$ cat src/hw/rtl/assert_macros.svh
// ----------------------------------------------------------------------------
// assert_macros.svh
// Assertion helpers shared by the texture alpha classifier RTL
// ----------------------------------------------------------------------------
`ifndef ASSERT_MACROS_SVH
`define ASSERT_MACROS_SVH

// clocked assertion, disabled while reset is low
`define TAC_ASSERT(name, clk, rst_n, prop, msg) \
    name: assert property (@(posedge clk) disable iff (!rst_n) (prop)) else $error(msg);

// clocked assertion that also holds during reset
`define TAC_ASSERT_ALWAYS(name, clk, prop, msg) \
    name: assert property (@(posedge clk) (prop)) else $error(msg);

`endif

$ cat src/hw/rtl/tac_pkg.sv
// ----------------------------------------------------------------------------
// tac_pkg
// Types, constants and texel classification shared by the classifier modules
// ----------------------------------------------------------------------------
package tac_pkg;

    localparam int TAC_LANES   = 16;
    localparam int TAC_PAL     = 8;
    localparam int TAC_OUT_W   = 25;
    localparam int TAC_TALLY_W = 5;

    localparam logic [7:0] TAC_CLEAR_MAX  = 8'd16;
    localparam logic [7:0] TAC_OPAQUE_MIN = 8'd250;
    localparam logic [7:0] TAC_PASS_MIN   = 8'd128;
    localparam logic [7:0] TAC_ALPHA_MAX  = 8'd255;

    typedef enum logic [1:0] {
        FMT_BGRA = 2'd0,
        FMT_DXT1 = 2'd1,
        FMT_DXT3 = 2'd2,
        FMT_DXT5 = 2'd3
    } t_fmt;

    typedef struct packed {
        logic clr;
        logic opq;
        logic pas;
    } t_flags;

    typedef struct packed {
        logic   tot;
        t_flags f;
    } t_lane_out;

    typedef struct packed {
        logic [TAC_TALLY_W-1:0] tot;
        logic [TAC_TALLY_W-1:0] clr;
        logic [TAC_TALLY_W-1:0] opq;
        logic [TAC_TALLY_W-1:0] pas;
    } t_tally;

    // load enables of the three pipeline stages
    typedef struct packed {
        logic s1;
        logic s2;
        logic s3;
    } t_pipe_en;

    function automatic t_flags tac_classify(input logic [7:0] a);
        t_flags f;
        f.clr = (a <= TAC_CLEAR_MAX);
        f.opq = (a >= TAC_OPAQUE_MIN);
        f.pas = (a >= TAC_PASS_MIN);
        return f;
    endfunction

endpackage

$ cat src/hw/rtl/tac_palette.sv
// ----------------------------------------------------------------------------
// tac_palette
// Two-stage DXT5 alpha palette build, classified per entry
// ----------------------------------------------------------------------------
module tac_palette import tac_pkg::*; (
    input  logic                   i_clk,
    input  t_pipe_en               i_en,
    input  logic [15:0]            i_endpoints,
    output t_flags [TAC_PAL-1:0]   o_pal
);

    localparam int NUM_N = 6;
    localparam int RECIP_SHIFT = 11;
    localparam logic [8:0] RECIP7 = 9'd292;
    localparam logic [8:0] RECIP5 = 9'd409;
    localparam logic [3:0] DIV7 = 4'd7;
    localparam logic [3:0] DIV5 = 4'd5;

    // floor(x / d) by reciprocal multiply, low by at most one, then corrected
    function automatic logic [7:0] div_const(input logic [10:0] x,
                                             input logic [8:0]  recip,
                                             input logic [3:0]  d);
        logic [19:0] p;
        logic [7:0]  q;
        logic [10:0] r;
        p = 20'(x) * 20'(recip);
        q = 8'(p >> RECIP_SHIFT);
        r = x - 11'(11'(q) * 11'(d));
        if (r >= 11'(d)) begin
            q = q + 8'd1;
        end
        return q;
    endfunction

    logic [7:0]  w_a0;
    logic [7:0]  w_a1;
    logic        w_gt;
    logic [10:0] n_num [NUM_N];
    logic [10:0] r_num [NUM_N];
    logic [7:0]  r_a0;
    logic [7:0]  r_a1;
    logic        r_gt;
    t_flags [TAC_PAL-1:0] n_pal;
    t_flags [TAC_PAL-1:0] r_pal;

    assign w_a0 = i_endpoints[7:0];
    assign w_a1 = i_endpoints[15:8];
    assign w_gt = (w_a0 > w_a1);

    // weighted sums of the two endpoints
    always_comb begin
        for (int i = 0; i < NUM_N; i++) begin
            if (w_gt) begin
                n_num[i] = 11'(w_a0) * 11'(6 - i) + 11'(w_a1) * 11'(1 + i);
            end else if (i < 4) begin
                n_num[i] = 11'(w_a0) * 11'(4 - i) + 11'(w_a1) * 11'(1 + i);
            end else begin
                n_num[i] = '0;
            end
        end
    end

    always_comb begin
        n_pal[0] = tac_classify(r_a0);
        n_pal[1] = tac_classify(r_a1);
        for (int i = 0; i < NUM_N; i++) begin
            if (r_gt) begin
                n_pal[2 + i] = tac_classify(div_const(r_num[i], RECIP7, DIV7));
            end else if (i < 4) begin
                n_pal[2 + i] = tac_classify(div_const(r_num[i], RECIP5, DIV5));
            end else if (i == 4) begin
                n_pal[2 + i] = tac_classify(8'd0);
            end else begin
                n_pal[2 + i] = tac_classify(TAC_ALPHA_MAX);
            end
        end
    end

    always_ff @(posedge i_clk) begin
        if (i_en.s1) begin
            r_num <= n_num;
            r_a0  <= w_a0;
            r_a1  <= w_a1;
            r_gt  <= w_gt;
        end
        if (i_en.s2) begin
            r_pal <= n_pal;
        end
    end

    assign o_pal = r_pal;

endmodule

$ cat src/hw/rtl/tac_lane.sv
// ----------------------------------------------------------------------------
// tac_lane
// Per-texel alpha decode and threshold flags for every texture format
// ----------------------------------------------------------------------------
module tac_lane import tac_pkg::*; (
    input  t_fmt                 i_fmt,
    input  logic [3:0]           i_nibble,
    input  logic [1:0]           i_idx2,
    input  logic [2:0]           i_idx3,
    input  logic [7:0]           i_alpha,
    input  logic                 i_alpha_en,
    input  logic                 i_dxt1_solid,
    input  t_flags [TAC_PAL-1:0] i_pal,
    output t_lane_out            o_lane
);

    localparam logic [1:0] DXT1_CLEAR_IDX = 2'd3;

    always_comb begin
        o_lane = '0;
        unique case (i_fmt)
            FMT_BGRA: begin
                o_lane.tot = i_alpha_en;
                o_lane.f   = i_alpha_en ? tac_classify(i_alpha) : '0;
            end
            FMT_DXT1: begin
                o_lane.tot = 1'b1;
                if (i_dxt1_solid || (i_idx2 != DXT1_CLEAR_IDX)) begin
                    o_lane.f.opq = 1'b1;
                    o_lane.f.pas = 1'b1;
                end else begin
                    o_lane.f.clr = 1'b1;
                end
            end
            FMT_DXT3: begin
                // nibble times 17 is the nibble repeated
                o_lane.tot = 1'b1;
                o_lane.f   = tac_classify({i_nibble, i_nibble});
            end
            FMT_DXT5: begin
                o_lane.tot = 1'b1;
                o_lane.f   = i_pal[i_idx3];
            end
        endcase
    end

endmodule

$ cat src/hw/rtl/tac_merge.sv
// ----------------------------------------------------------------------------
// tac_merge
// Adder trees that merge the lane flags into registered per-item tallies
// ----------------------------------------------------------------------------
module tac_merge import tac_pkg::*; (
    input  logic                       i_clk,
    input  logic                       i_load,
    input  t_lane_out [TAC_LANES-1:0]  i_lanes,
    output t_tally                     o_tally
);

    function automatic logic [TAC_TALLY_W-1:0] pop16(input logic [TAC_LANES-1:0] v);
        logic [TAC_TALLY_W-1:0] s [TAC_LANES];
        for (int i = 0; i < TAC_LANES; i++) begin
            s[i] = TAC_TALLY_W'(v[i]);
        end
        // pairwise tree, results packed toward index zero
        for (int w = TAC_LANES >> 1; w >= 1; w = w >> 1) begin
            for (int i = 0; i < w; i++) begin
                s[i] = s[2 * i] + s[2 * i + 1];
            end
        end
        return s[0];
    endfunction

    logic [TAC_LANES-1:0] w_tot;
    logic [TAC_LANES-1:0] w_clr;
    logic [TAC_LANES-1:0] w_opq;
    logic [TAC_LANES-1:0] w_pas;
    t_tally               n_tally;
    t_tally               r_tally;

    always_comb begin
        for (int i = 0; i < TAC_LANES; i++) begin
            w_tot[i] = i_lanes[i].tot;
            w_clr[i] = i_lanes[i].f.clr;
            w_opq[i] = i_lanes[i].f.opq;
            w_pas[i] = i_lanes[i].f.pas;
        end
        n_tally.tot = pop16(w_tot);
        n_tally.clr = pop16(w_clr);
        n_tally.opq = pop16(w_opq);
        n_tally.pas = pop16(w_pas);
    end

    always_ff @(posedge i_clk) begin
        if (i_load) begin
            r_tally <= n_tally;
        end
    end

    assign o_tally = r_tally;

endmodule

$ cat src/hw/rtl/texture_alpha_classifier_unit.sv
// ----------------------------------------------------------------------------
// texture_alpha_classifier_unit - texel alpha statistics and texture class
// One item per cycle while not stalled; a result is valid once its last item is
// accepted and has passed two more pipeline stages, then the counters and output register.
// Stall only when a last item meets a full output register that is stalled.
// Synchronous reset clears counters, stage valids, output valid and format.
// ----------------------------------------------------------------------------
module texture_alpha_classifier_unit import tac_pkg::*; #(
    parameter int COUNT_WIDTH = 25
) (
    input  logic                  i_clk,
    input  logic                  i_rst_n,
    input  logic                  i_cfg_we,
    input  logic [1:0]            i_cfg_data,
    input  logic                  i_in_valid,
    output logic                  o_in_stall,
    input  logic [63:0]           i_block_word,
    input  logic [1:0]            i_pixel_count,
    input  logic                  i_last_item,
    output logic                  o_out_valid,
    input  logic                  i_out_stall,
    output logic [1:0]            o_alpha_class,
    output logic [TAC_OUT_W-1:0]  o_total_texels,
    output logic [TAC_OUT_W-1:0]  o_clear_texels,
    output logic [TAC_OUT_W-1:0]  o_opaque_texels,
    output logic [TAC_OUT_W-1:0]  o_passing_texels
);

`include "assert_macros.svh"

    localparam int DXT5_IDX_LSB = 16;
    localparam int DXT1_IDX_LSB = 32;

    typedef enum logic [1:0] {
        CLASS_OPAQUE      = 2'd0,
        CLASS_MASKED      = 2'd1,
        CLASS_TRANSLUCENT = 2'd2
    } t_class;

    function automatic logic [COUNT_WIDTH-1:0] sat_add(input logic [COUNT_WIDTH-1:0] c,
                                                        input logic [TAC_TALLY_W-1:0] t);
        logic [COUNT_WIDTH:0] s;
        s = {1'b0, c} + (COUNT_WIDTH + 1)'(t);
        return s[COUNT_WIDTH] ? '1 : s[COUNT_WIDTH-1:0];
    endfunction

    t_fmt  r_fmt;
    logic  r_v1, r_v2, r_v3;
    logic  r_last1, r_last2, r_last3;
    logic [63:0] r_word1, r_word2;
    logic [1:0]  r_cnt1, r_cnt2;
    logic  w_move3, w_load1, w_load2, w_load3;
    t_pipe_en w_en;

    t_flags [TAC_PAL-1:0]      w_pal;
    t_lane_out [TAC_LANES-1:0] w_lane;
    logic [7:0]                w_alpha [TAC_LANES];
    logic [TAC_LANES-1:0]      w_alpha_en;
    logic                      w_solid;
    t_tally                    w_tally;

    logic [COUNT_WIDTH-1:0] r_total, r_clear, r_opaque, r_pass;
    logic [COUNT_WIDTH-1:0] n_total, n_clear, n_opaque, n_pass;
    t_class                 n_class;

    logic                 r_out_valid;
    t_class               r_class;
    logic [TAC_OUT_W-1:0] r_out_total, r_out_clear, r_out_opaque, r_out_pass;

    // a stage moves on unless a last item is blocked at the output register
    assign w_move3 = r_v3 && !(r_last3 && r_out_valid && i_out_stall);
    assign w_load3 = !r_v3 || w_move3;
    assign w_load2 = !r_v2 || w_load3;
    assign w_load1 = !r_v1 || w_load2;
    assign w_en    = '{s1: w_load1, s2: w_load2, s3: w_load3};
    assign o_in_stall = !w_load1;

    tac_palette u_palette (
        .i_clk       (i_clk),
        .i_en        (w_en),
        .i_endpoints (i_block_word[15:0]),
        .o_pal       (w_pal)
    );

    assign w_solid = (r_word2[15:0] > r_word2[31:16]);

    always_comb begin
        for (int i = 0; i < TAC_LANES; i++) begin
            w_alpha[i] = '0;
        end
        w_alpha[0] = r_word2[31:24];
        w_alpha[1] = r_word2[63:56];
        w_alpha_en    = '0;
        w_alpha_en[0] = (r_cnt2 != 2'd0);
        w_alpha_en[1] = r_cnt2[1];
    end

    for (genvar g = 0; g < TAC_LANES; g++) begin : g_lane
        tac_lane u_lane (
            .i_fmt        (r_fmt),
            .i_nibble     (r_word2[4 * g +: 4]),
            .i_idx2       (r_word2[DXT1_IDX_LSB + 2 * g +: 2]),
            .i_idx3       (r_word2[DXT5_IDX_LSB + 3 * g +: 3]),
            .i_alpha      (w_alpha[g]),
            .i_alpha_en   (w_alpha_en[g]),
            .i_dxt1_solid (w_solid),
            .i_pal        (w_pal),
            .o_lane       (w_lane[g])
        );
    end

    tac_merge u_merge (
        .i_clk   (i_clk),
        .i_load  (w_load3),
        .i_lanes (w_lane),
        .o_tally (w_tally)
    );

    always_comb begin
        n_total  = sat_add(r_total, w_tally.tot);
        n_clear  = sat_add(r_clear, w_tally.clr);
        n_opaque = sat_add(r_opaque, w_tally.opq);
        n_pass   = sat_add(r_pass, w_tally.pas);
        if (n_total == '0) begin
            n_class = CLASS_MASKED;
        end else if (n_opaque == n_total) begin
            n_class = CLASS_OPAQUE;
        end else if ({n_pass, 2'b00} < {2'b00, n_total}) begin
            n_class = CLASS_TRANSLUCENT;
        end else begin
            n_class = CLASS_MASKED;
        end
    end

    // control state
    always_ff @(posedge i_clk) begin
        if (!i_rst_n) begin
            r_fmt       <= FMT_BGRA;
            r_v1        <= 1'b0;
            r_v2        <= 1'b0;
            r_v3        <= 1'b0;
            r_out_valid <= 1'b0;
            r_total     <= '0;
            r_clear     <= '0;
            r_opaque    <= '0;
            r_pass      <= '0;
        end else begin
            if (i_cfg_we) begin
                r_fmt <= t_fmt'(i_cfg_data);
            end
            if (w_load1) begin
                r_v1 <= i_in_valid;
            end
            if (w_load2) begin
                r_v2 <= r_v1;
            end
            if (w_load3) begin
                r_v3 <= r_v2;
            end
            if (w_move3) begin
                if (r_last3) begin
                    r_total  <= '0;
                    r_clear  <= '0;
                    r_opaque <= '0;
                    r_pass   <= '0;
                end else begin
                    r_total  <= n_total;
                    r_clear  <= n_clear;
                    r_opaque <= n_opaque;
                    r_pass   <= n_pass;
                end
            end
            if (w_move3 && r_last3) begin
                r_out_valid <= 1'b1;
            end else if (!i_out_stall) begin
                r_out_valid <= 1'b0;
            end
        end
    end

    // payload
    always_ff @(posedge i_clk) begin
        if (w_load1) begin
            r_word1 <= i_block_word;
            r_cnt1  <= i_pixel_count;
            r_last1 <= i_last_item;
        end
        if (w_load2) begin
            r_word2 <= r_word1;
            r_cnt2  <= r_cnt1;
            r_last2 <= r_last1;
        end
        if (w_load3) begin
            r_last3 <= r_last2;
        end
        if (w_move3 && r_last3) begin
            r_class      <= n_class;
            r_out_total  <= TAC_OUT_W'(n_total);
            r_out_clear  <= TAC_OUT_W'(n_clear);
            r_out_opaque <= TAC_OUT_W'(n_opaque);
            r_out_pass   <= TAC_OUT_W'(n_pass);
        end
    end

    assign o_out_valid      = r_out_valid;
    assign o_alpha_class    = r_class;
    assign o_total_texels   = r_out_total;
    assign o_clear_texels   = r_out_clear;
    assign o_opaque_texels  = r_out_opaque;
    assign o_passing_texels = r_out_pass;

    `TAC_ASSERT(a_clear_after_last, i_clk, i_rst_n, (w_move3 && r_last3) |=> (r_total == '0), "counters not cleared after last item")
    `TAC_ASSERT(a_last_held, i_clk, i_rst_n, (r_v3 && r_last3 && r_out_valid && i_out_stall) |=> (r_v3 && r_last3), "blocked last item lost")
    `TAC_ASSERT(a_counts_bounded, i_clk, i_rst_n, (r_opaque <= r_total) && (r_pass <= r_total) && (r_clear <= r_total), "category count above total")

endmodule

$ cat config.mk
export PLATFORM = sky130hd
export DESIGN_NAME = texture_alpha_classifier_unit
export DESIGN_NICKNAME = d
export VERILOG_FILES = /design/src/hw/rtl/tac_pkg.sv /design/src/hw/rtl/tac_palette.sv /design/src/hw/rtl/tac_lane.sv /design/src/hw/rtl/tac_merge.sv /design/src/hw/rtl/texture_alpha_classifier_unit.sv
export VERILOG_INCLUDE_DIRS = /design/src /design/src/hw/rtl
export SDC_FILE = /design/constraint.sdc
export NUM_CORES = 2
export LEC_CHECK = 0
export BUFFER_PORTS_ARGS = -buffer_cell sky130_fd_sc_hd__buf_2
export CAP_MARGIN = 40
export CORE_MARGIN = 2
export CORE_UTILIZATION = 55
export DETAILED_ROUTE_END_ITERATION = 10
export GPL_TIMING_DRIVEN = 0
export PLACE_DENSITY = 0.75
export SLEW_MARGIN = 10
export SYNTH_ARGS = -nofsm -noshare
export SYNTH_HDL_FRONTEND = slang
export SYNTH_HIERARCHICAL = 1
export SYNTH_SLANG_ARGS = --single-unit
$ cat constraint.sdc
create_clock -name i_clk -period 13.3 [get_ports i_clk]
set_input_delay 2.66 -clock i_clk [delete_from_list [all_inputs] [get_ports i_clk]]
set_output_delay 2.66 -clock i_clk [all_outputs]
set_load 0.005 [all_outputs]
==> metrics <==
# Post-CTS Setup Buffers 0; maximum clock rate approximately 0.11 GHz; RSZ-0062 raised after global routing no; Die H approximately 320 um; GRT Util Overall 27.7%; grt ovf 0; dpl hpwl between 100 and 150 mm; clk_lat worst skew ~0.66 ns; CTS Buffer Depth 3; Worst path max stage delay between 0.7 and 0.8 ns; P&R area growth vs syn 10.4%; DRT Wirelength 140 mm; antenna viol nets, final 0; share of layout cells above drive strength 1 between 7 and 8%; synthesized area per cell 9.80 sq um; Worst Path Required 13.82 ns; Iter 0 DRT Violations 3141; arrival time at the worst endpoint roughly 10 ns; count leader, synth ha_1; TritonCTS clock tree yes; quantity of hold-fixing buffers added after cts 0; worst-path fanout max 9; outcome finished clean; die width roughly 320 um; Core Footprint just under 100000 sq um; NumNets Final 7166; CP startpoint kind flop; DR pass1 iterations 5; Die Area between 100000 and 150000 sq um; slowest CP cell a2111oi_0; Hold Violations, Final 0; clock root cell clkbuf_16; total CTS buffers between 50 and 60; top_reg_cell synth edfxtp_1; Via density slightly below 6; Slew Viols, Final 0; post-synth top area cell edfxtp_1; vias in the first global route roughly 42000; Post-synth EDFFs between 300 and 400; Placer Congestion ~0.94; Synth Cell Area 53900 sq um; floorplan row count ~110; largest net degree at the start of global routing 66; cts repair resizes 0; max_cap viols 0; Hold Path Class reg2reg; top cells by area, synth edfxtp_1 (20%), ha_1 (18%), fa_1 (9.9%), inv_1 (5.1%), mux4_1 (4.7%); Tcrit/Tclk final a little under three quarters; Slew @ Worst Pin ~0.95 ns; post-synthesis cell count approximately 5500; vias post-DR approximately 43000; share of Yosys cell area claimed by the top area cell type 20.0%; Crit Path Class reg2reg; Sum Neg Setup Slack 0 ns; first-pass GRT wire length between 200 and 250 mm; Max-Slew Margin vs Limit between 30% and 40%; number of port buffers between 150 and 200; Initial Util a little under three fifths; DRC 0; Netlist cell types 110; top post-synthesis cells by count ha_1 (790), inv_1 (728), edfxtp_1 (360), nand2_1 (333), a21oi_1 (296); Clock Skews between 0.02 and 0.03 ns; routed wire length per instance between 15 and 20 um; asr flop ratio synth 0%; Seq/Total Area, Yosys a little under a quarter; min cycle time layout roughly 9.5 ns; Sink Count 466; Ports ~180; Ys Warns 6; CP endpoint kind flop; # setup viols final 0; Synth Register Bits roughly 470; H-Tree Depth 2; Worst-path clk slew roughly 0.070 ns; initial antenna violation count 7
[cell usage in the layout, fill, tap and decap left out, types with 51 or more instances in the layout]
cell type  synthesis  final
xor2_1           132    132
clkbuf_1         103    114
clkbuf_16          0     54
nor3_1            81     81
edfxtp_1         360    360
mux4_1            96     96
nor2b_1          130    130
nand3_1          114    113
o211ai_1          59     59
dfxtp_1          106    106
nand2b_1          62     62
a21o_1           108    108
buf_2             11    188
nand2_1          333    332
a22oi_1           78     78
nand4_1           60     60
conb_1             1    280
o21bai_1          51     51
ha_1             790    790
inv_1            728    728
fa_1             268    268
o21ai_0          160    160
xnor2_1          241    241
nor2_1           240    239
a21oi_1          296    296
mux2i_1           74     74
[critical path, delay by kind of cell (launching register included)]
kind / cells / cell delay (ns)
XOR/XNOR: 2 / 0.60
AND/OR/NAND/NOR: 3 / 0.58
adder cells (fa/ha/maj): 8 / 3.50
flip-flops: 1 / 0.63
AO/OA/AOI/OAI: 10 / 3.19
buffers and inverters: 5 / 0.84
[layer usage]
| layer | vias up | global-route usage, % | routed length (um) |
|---|---|---|---|
| met2 | 1520 | 48.3 | 67500 |
| met4 | 4 | 12.9 | 7310 |
| met3 | 408 | 3.65 | 8510 |
| li1 | 20800 | - | - |
| met1 | 20700 | 34.0 | 57200 |
| met5 | - | 0 | 25 |
[metrics by stage]
step	hold WS [ns]	util [%]	area (sq um)	worst slack, ns	std cells
floorplan	0.400	-	55000	3.55	5784
global placement	0.402	59.2	57500	1.00	7236
detailed placement	0.405	59.6	57800	3.97	7254
CTS	0.410	61.4	59500	3.93	7354
global route	0.413	61.4	59600	3.35	7355
finish	0.408	61.4	59600	3.82	7356
[path summary, 6_finish.rpt]
kind	startpoint	to	slack, ns	depth (start not counted)
setup / recovery	u_palette/r_num[26]	u_palette/o_pal[17]	3.82	28
hold reg to reg	r_word1[45]	r_word2[45]	0.41	0
setup reg to reg	u_palette/r_num[26]	u_palette/o_pal[17]	3.82	28
hold / removal	r_word1[45]	r_word2[45]	0.41	0
[area by class of cell]
type | instances | area (sq um)
inverter | 731 | 2740
clock buffer | 68 | 1430
timing repair buffer | 195 | 1170
multi-input combinational | 4451 | 38700
fill | 8164 | 37400
buffer | 136 | 663
antenna | 1 | 2.50
clock inverter | 32 | 345
tap | 1276 | 1600
sequential | 466 | 12900
[sequential cells by signal (all words and copies together) (netlist names), 7 cells and up]
register,cells
o_clear_texels,25
o_opaque_texels,25
o_passing_texels,25
o_total_texels,25
r_clear,25
r_opaque,25
r_pass,25
r_total,25
r_word1,64
r_word2,64
u_merge/o_tally,20
u_palette/o_pal,24
u_palette/r_a0,7
u_palette/r_a1,7
u_palette/r_num,64
[logic make-up after synthesis]
kind of cell / share of synthesized area, %
XOR/XNOR: 6.10
AO/OA/AOI/OAI: 15.0
multiplexers: 6.91
buffers and inverters: 6.32
flip-flops: 24.0
AND/OR/NAND/NOR: 13.4
adder cells (fa/ha/maj): 28.3
other: 0.00695
Power is not shown: default switching activity piles up to over one toggle a cycle in this logic, so the estimate is an artifact.
